### config.mk
export PLATFORM = sky130hd
export DESIGN_NAME = pba_cell
export DESIGN_NICKNAME = d
export VERILOG_FILES = /design/src/rtl/core/preprocessor_binary_alu_unit_defines.svh /design/src/rtl/core/pba_pkg.sv /design/src/rtl/core/pba_cell.sv
export SDC_FILE = /design/constraint.sdc
export NUM_CORES = 1
export LEC_CHECK = 0
export BUFFER_PORTS_ARGS = -buffer_cell sky130_fd_sc_hd__buf_2
export CORE_AREA = 4 4 258 260
export CTS_CLUSTER_DIAMETER = 50
export DETAILED_ROUTE_END_ITERATION = 16
export DIE_AREA = 0 0 262 264
export SLEW_MARGIN = 20
export SYNTH_ARGS = -nofsm -noshare
export SYNTH_HDL_FRONTEND = slang
export SYNTH_SLANG_ARGS = --single-unit
### constraint.sdc
create_clock -name clk -period 3.87 [get_ports clk]
set_input_delay 0 -clock clk [delete_from_list [all_inputs] [get_ports clk]]
set_output_delay 0 -clock clk [all_outputs]
set_load 0.02 [all_outputs]
### src/rtl/core/preprocessor_binary_alu_unit_defines.svh
// assertion macros used by the binary alu top level
`ifndef PREPROCESSOR_BINARY_ALU_UNIT_DEFINES_SVH
`define PREPROCESSOR_BINARY_ALU_UNIT_DEFINES_SVH
`ifndef NO_ASSERTIONS
// same-cycle implication, clocked on clk, off during reset
`define PBA_ASSERT_NOW(lbl, ante, cons) \
  lbl: assert property (@(posedge clk) disable iff (!rst_n) (ante) |-> (cons)) \
    else $error("pba check failed");
// next-cycle implication, clocked on clk, off during reset
`define PBA_ASSERT_NEXT(lbl, ante, cons) \
  lbl: assert property (@(posedge clk) disable iff (!rst_n) (ante) |=> (cons)) \
    else $error("pba check failed");
`else
`define PBA_ASSERT_NOW(lbl, ante, cons)
`define PBA_ASSERT_NEXT(lbl, ante, cons)
`endif
`endif

### src/rtl/core/pba_pkg.sv
// types, constants and operator codes of the binary alu
`default_nettype none
package pba_pkg;
  localparam int ARITH_BITS = 64;
  localparam int DW = 64;
  localparam int AW = ARITH_BITS;
  localparam int SW = $clog2(AW);
  localparam int HW = AW / 2;
  localparam int LW = AW - HW;
  localparam logic [AW-1:0] AW_LIM = AW'(ARITH_BITS);

  typedef enum logic [4:0] {
    FN_DIV   = 5'd0,
    FN_MOD   = 5'd1,
    FN_MUL   = 5'd2,
    FN_ADD   = 5'd3,
    FN_SUB   = 5'd4,
    FN_SHL   = 5'd5,
    FN_SHR   = 5'd6,
    FN_LT    = 5'd7,
    FN_GT    = 5'd8,
    FN_LE    = 5'd9,
    FN_GE    = 5'd10,
    FN_EQ    = 5'd11,
    FN_NE    = 5'd12,
    FN_AND   = 5'd13,
    FN_XOR   = 5'd14,
    FN_OR    = 5'd15,
    FN_LAND  = 5'd16,
    FN_LOR   = 5'd17,
    FN_COMMA = 5'd18
  } func_t;

  // per-item control riding along the chain
  typedef struct packed {
    logic          is_div;
    logic          is_mod;
    logic          is_mul;
    logic          dz;
    logic          uns;
    logic          neg_q;
    logic          neg_r;
    logic [AW-1:0] a;
    logic [AW-1:0] res;
  } ctl_t;

  // divider working state
  typedef struct packed {
    logic [AW-1:0] rem;
    logic [AW-1:0] quo;
    logic [AW-1:0] dvs;
  } div_t;

  // multiplier partial products
  typedef struct packed {
    logic [AW-1:0] pll;
    logic [LW-1:0] pc1;
    logic [LW-1:0] pc2;
  } mul_t;
endpackage
`default_nettype wire

### src/rtl/core/pba_cell.sv
// one restoring division step, registered, with the item's control
`default_nettype none
module pba_cell (
  input  wire logic           clk,
  input  wire logic           rst_n,
  input  wire logic           en,
  input  wire logic           in_valid,
  input  pba_pkg::ctl_t       in_ctl,
  input  pba_pkg::div_t       in_div,
  output logic                valid_r,
  output pba_pkg::ctl_t       ctl_r,
  output pba_pkg::div_t       div_r
);
  import pba_pkg::*;

  logic [AW:0] trial;
  div_t        div_nxt;

  always_comb begin
    trial       = {in_div.rem, in_div.quo[AW-1]} - {1'b0, in_div.dvs};
    div_nxt.dvs = in_div.dvs;
    if (!trial[AW]) begin
      div_nxt.rem = trial[AW-1:0];
      div_nxt.quo = {in_div.quo[AW-2:0], 1'b1};
    end else begin
      div_nxt.rem = {in_div.rem[AW-2:0], in_div.quo[AW-1]};
      div_nxt.quo = {in_div.quo[AW-2:0], 1'b0};
    end
  end

  always_ff @(posedge clk) begin
    if (!rst_n) begin
      valid_r <= 1'b0;
    end else if (en) begin
      valid_r <= in_valid;
    end
  end

  always_ff @(posedge clk) begin
    if (en) begin
      ctl_r <= in_ctl;
      div_r <= div_nxt;
    end
  end
endmodule
`default_nettype wire

### Word-level counts from Yosys, hierarchy flattened

Index checks and enable logic that the tools add are counted.

* register bits: 328
* bits of input ports: 331
* output and inout bits: 328
* word-level logic and storage cells: 15

* add/sub/neg operators: 1
* muxes and demuxes: 1

Operators with widths (number)
* two-way mux 128 bit: 1
* subtractor 65 x 64 -> 65 bit: 1

### Longest topological paths before layout

* depth after elaboration: 2
* mapped depth: 14
* depth with buffers taken out: 13

### Least setup slack after synthesis

OpenSTA, ideal clock, no wires.

* path type: in2reg
* start: input in_div[27] in the netlist's numbering
* end: register div_r[181] in the netlist's numbering, data pin
* data arrival time: 2826 ps
* required time: 3608 ps
* setup slack: 782 ps
* stages on the path: 14
* path through: inv_1 -> ha_1 -> buf_2 -> nand4_1 -> or4_1 -> or3_1 -> o32a_1 -> a21oi_2 -> o21ai_1 -> and2_4 -> o211a_4 -> inv_6 -> buf_6 -> mux2_1

RTL lines
* start, declared: RTL line pba_cell.sv:9 `input pba_pkg::div_t in_div,`
* end signal, assigned: RTL line pba_cell.sv:42 `div_r <= div_nxt;`
* end, declared: RTL line pba_cell.sv:12 `output pba_pkg::div_t div_r`

==> reports/results.tsv <==
stage	metric	value	unit
sta	finalSetupViolCount	0	
power	p_leak	10.50	nW
logic_synthesis	synth_compound_area_share	10.59	%
worst_setup_path	r2r_cells	3	
logic_synthesis	synth_cell_types	75	
sta	final.setup.tns	0	ns
logic_synthesis	synth_top_area_share	65.73	%
power	power	11.36	mW
clocking	cts.path.max_buffers	3	
power	internal_power	8.017	mW
placed_design	portBuffers	658	
logic_synthesis	synth.area.mux_share	4.816	%
die	die_h	264	um
die	row_count	93	
grt	grt_max_degree	102	
drt	dr.pass1.iters	4	
worst_setup_path	path_buf_inv	4	
logic_synthesis	synth_xor_xnor_area_share	3.342	%
drt	wl_per_cell	20.65	um
worst_setup_path	path_class	primary input to flip-flop	
power	switchingPower	3.346	mW
worst_setup_path	max_stage_delay	0.63	ns
sta	timing.final.crit_share	95.60	%
grt	grt_use_total	16.84	%
clocking	post_cts_buffers	0	
grt	grt_pass1_wl	87.04	mm
worst_setup_path	worstPathCellList	dlygate4sd3_1, buf_2, ha_1, nand4_1, or4_1, or3_1, o32a_1, a21oi_2, o21ai_1, and2_4, o211a_4, inv_6, buf_4, mux2_1	
placed_design	hpwlAfterDp	47.40	mm
worst_setup_path	reg2reg_to	valid_r	
logic_synthesis	synth-edff-count	327	
die	io_pins	659	
cells_and_area	area_growth	62.95	%
power	power_frac_comb	21.7	%
clocking	cts_num_sinks	328	
drt	drtIter0Drc	844	
outcome	status	complete, no violations	
logic_synthesis	ys_ff_latch	328	
sta	rsz0062_at_grt	no	
logic_synthesis	synth_top_family_by_area	compound AO/OA/AOI/OAI gates	
worst_setup_path	timing.rr.start	valid_r	
power	peakVddDrop	0.2917	mV
die	core	64120	um2
die	dieArea	69170	um2
sta	clock_skew	0	ns
power	pwr-share-clk	39.2	%
power	sw_frac_of_total	29.45	%
drt	via_per_inst	4.359	
hold_path	hold_depth	5	
placed_design	place_congestion	0.8633	
sta	finalHoldViolCount	0	
hold_path	min_from	in_div[191]	
cells_and_area	final_common_cell	buf_2	
die	start_util	23.30	%
logic_synthesis	synthCells	1069	
grt	overflow	0	
logic_synthesis	async_reset_ff_share	0	%
power	cellPowerDensity	466.8	nW/um2
worst_setup_path	cp_top_family	simple AND/OR/NAND/NOR gates	
job	cap_viol_max_count	0	
hold_path	min_path_type	primary input to flip-flop	
worst_setup_path	worstPathArrival	4.01	ns
sta	setup_ws	0.1703	ns
worst_setup_path	required	4.18	ns
sta	relSlewSlack	50.57	%
worst_setup_path	worstPathMaxFanout	14	
clocking	cts_tree	built	
logic_synthesis	synth_top_area_cell	edfxtp_1	
sta	timing.fmax	270.3	MHz
placed_design	pre_cts_ws	0.1265	ns
grt	antenna_found_initial	24	
cells_and_area	nets	2493	
drt	num_vias	13108	
logic_synthesis	avgSynthCellArea	13.98	um2
clocking	cts.clk_slew.worst_paths	0.05	ns
logic_synthesis	synth-simple-area-share	6.549	%
worst_setup_path	worstSetupStartpointType	primary input	
grt	grt_pass1_vias	14076	
clocking	cts_root_buffer	clkbuf_16	
cells_and_area	final_cell_mix	buf_2 (657), dlygate4sd3_1 (329), edfxtp_1 (327)	
sta	min_period	3.700	ns
sta	slew_violations	0	
logic_synthesis	syn_nets	1465	
hold_path	hold-path-endpoint	div_r[172]	
power	seq_power_share	39.0	%
logic_synthesis	yosysSeqAreaShare	65.86	%
worst_setup_path	regToRegSetupSlack	2.70	ns
cells_and_area	drive_gt1_share	36.31	%
logic_synthesis	netlist_area	14940	um2
logic_synthesis	yosys_warnings	0	
clocking	cts_buffers	50	
clocking	hold_buffers	329	
clocking	htreeDepth	2	
drt	drcViolationCount	0	
clocking	clock_latency	0.58	ns
worst_setup_path	slowest_stage	or4_1	
logic_synthesis	synth_fa_ha_area_share	5.494	%
clocking	cts_resized	0	
drt	drt-total-wl	62.09	mm
worst_setup_path	cp-startpoint	in_div[151]	
logic_synthesis	synth_area_leaders	edfxtp_1 (66%), ha_1 (5.4%), mux2_1 (4.1%)	
worst_setup_path	crit_path_end_kind	flip-flop	
die	die_x	262	um
drt	ant_nets	0	
logic_synthesis	synth_flop_cell	edfxtp_1	
sta	tightest_slew	0.7414	ns
[cell families (layout without fill, tap and decap cells)]
kind of cell / Yosys count / after routing
AOI/OAI and AO/OA: 240 / 240
xor gates and xnor gates: 57 / 57
adders and majority gates: 65 / 65
buffers and inverters: 119 / 1187
DFF: 328 / 328
muxes: 64 / 64
other: 0 / 15
and+or+nand+nor: 196 / 196
[flip-flops by register name (all words and copies together) (netlist names)]
register	flops
ctl_r	135
div_r	192
valid_r	1
[cell usage after synthesis (all sizes together), types with 4 or more instances]
library cell,count
a211o,5
a211oi,7
a21boi,6
a21o,32
a21oi,78
a31oi,7
and3,7
buf,9
clkbuf,24
edfxtp,327
ha,64
inv,86
mux2,57
mux2i,7
nand2,62
nand2b,9
nand3,10
nand4,21
nor2,40
nor2b,11
nor3,9
o211ai,4
o21a,8
o21ai,38
o21bai,15
o31ai,5
or2,7
or3,5
xnor2,34
xor2,23
[through the flow]
stage | hold slack (ns) | instance area [um2] | std cells | util (%)
after floorplan | 0.09887 | 14940 | 1069 | -
after CTS | 0.06604 | 24310 | 2992 | 37.91
after global routing | 0.1158 | 24340 | 3004 | 37.96
after global placement | 0.1766 | 19360 | 2571 | 30.19
after detailed placement | 0.1781 | 19360 | 2571 | 30.19
final | 0.1110 | 24340 | 3007 | 37.97
[layer usage]
metal,GRT usage (%),wire (um)
met1,16.76,21200
met2,31.11,32360
met3,6.318,6042
met4,7.191,2448
met5,0,45
[power by group through the flow]
stage	combinational, mW	clock [mW]	sequential, mW
2_1_floorplan	0.777	0	4.95
3_3_place_gp	2.17	0	4.50
3_5_place_dp	2.19	0	4.50
4_1_cts	2.49	4.58	4.43
5_1_grt	2.66	4.73	4.46
6_report	2.47	4.46	4.44
[worst max-delay path by stage]
| stage | endpoint | cells after the start | slack (ns) |
|---|---|---|---|
| final | div_r[166] | 14 | 0.17 |
| after detailed placement | div_r[166] | 14 | 0.13 |
| after global routing | div_r[164] | 14 | 0.05 |
| after global placement | div_r[144] | 14 | 0.20 |
| after CTS | div_r[166] | 15 | 0.19 |
| after floorplan | div_r[181] | 14 | 0.78 |
[final cells by class]
class / instances / area [um2]
timing repair buffer: 1009 / 6812
inverter: 86 / 327.8
fill: 6133 / 39770
clock inverter: 33 / 307.8
sequential: 328 / 9839
clock buffer: 59 / 1349
antenna: 15 / 37.54
tap: 855 / 1070
multi-input combinational: 622 / 4601
[worst reg2reg max path: cells and delay by family, from the launching register on]
family                 cells  cell delay, ns
multiplexers               1            0.13
AND/OR/NAND/NOR            1            0.06
flip-flops                 1            0.31
buffers and inverters      1            0.56
No activity file was read; power rests on OpenSTA's default activity.
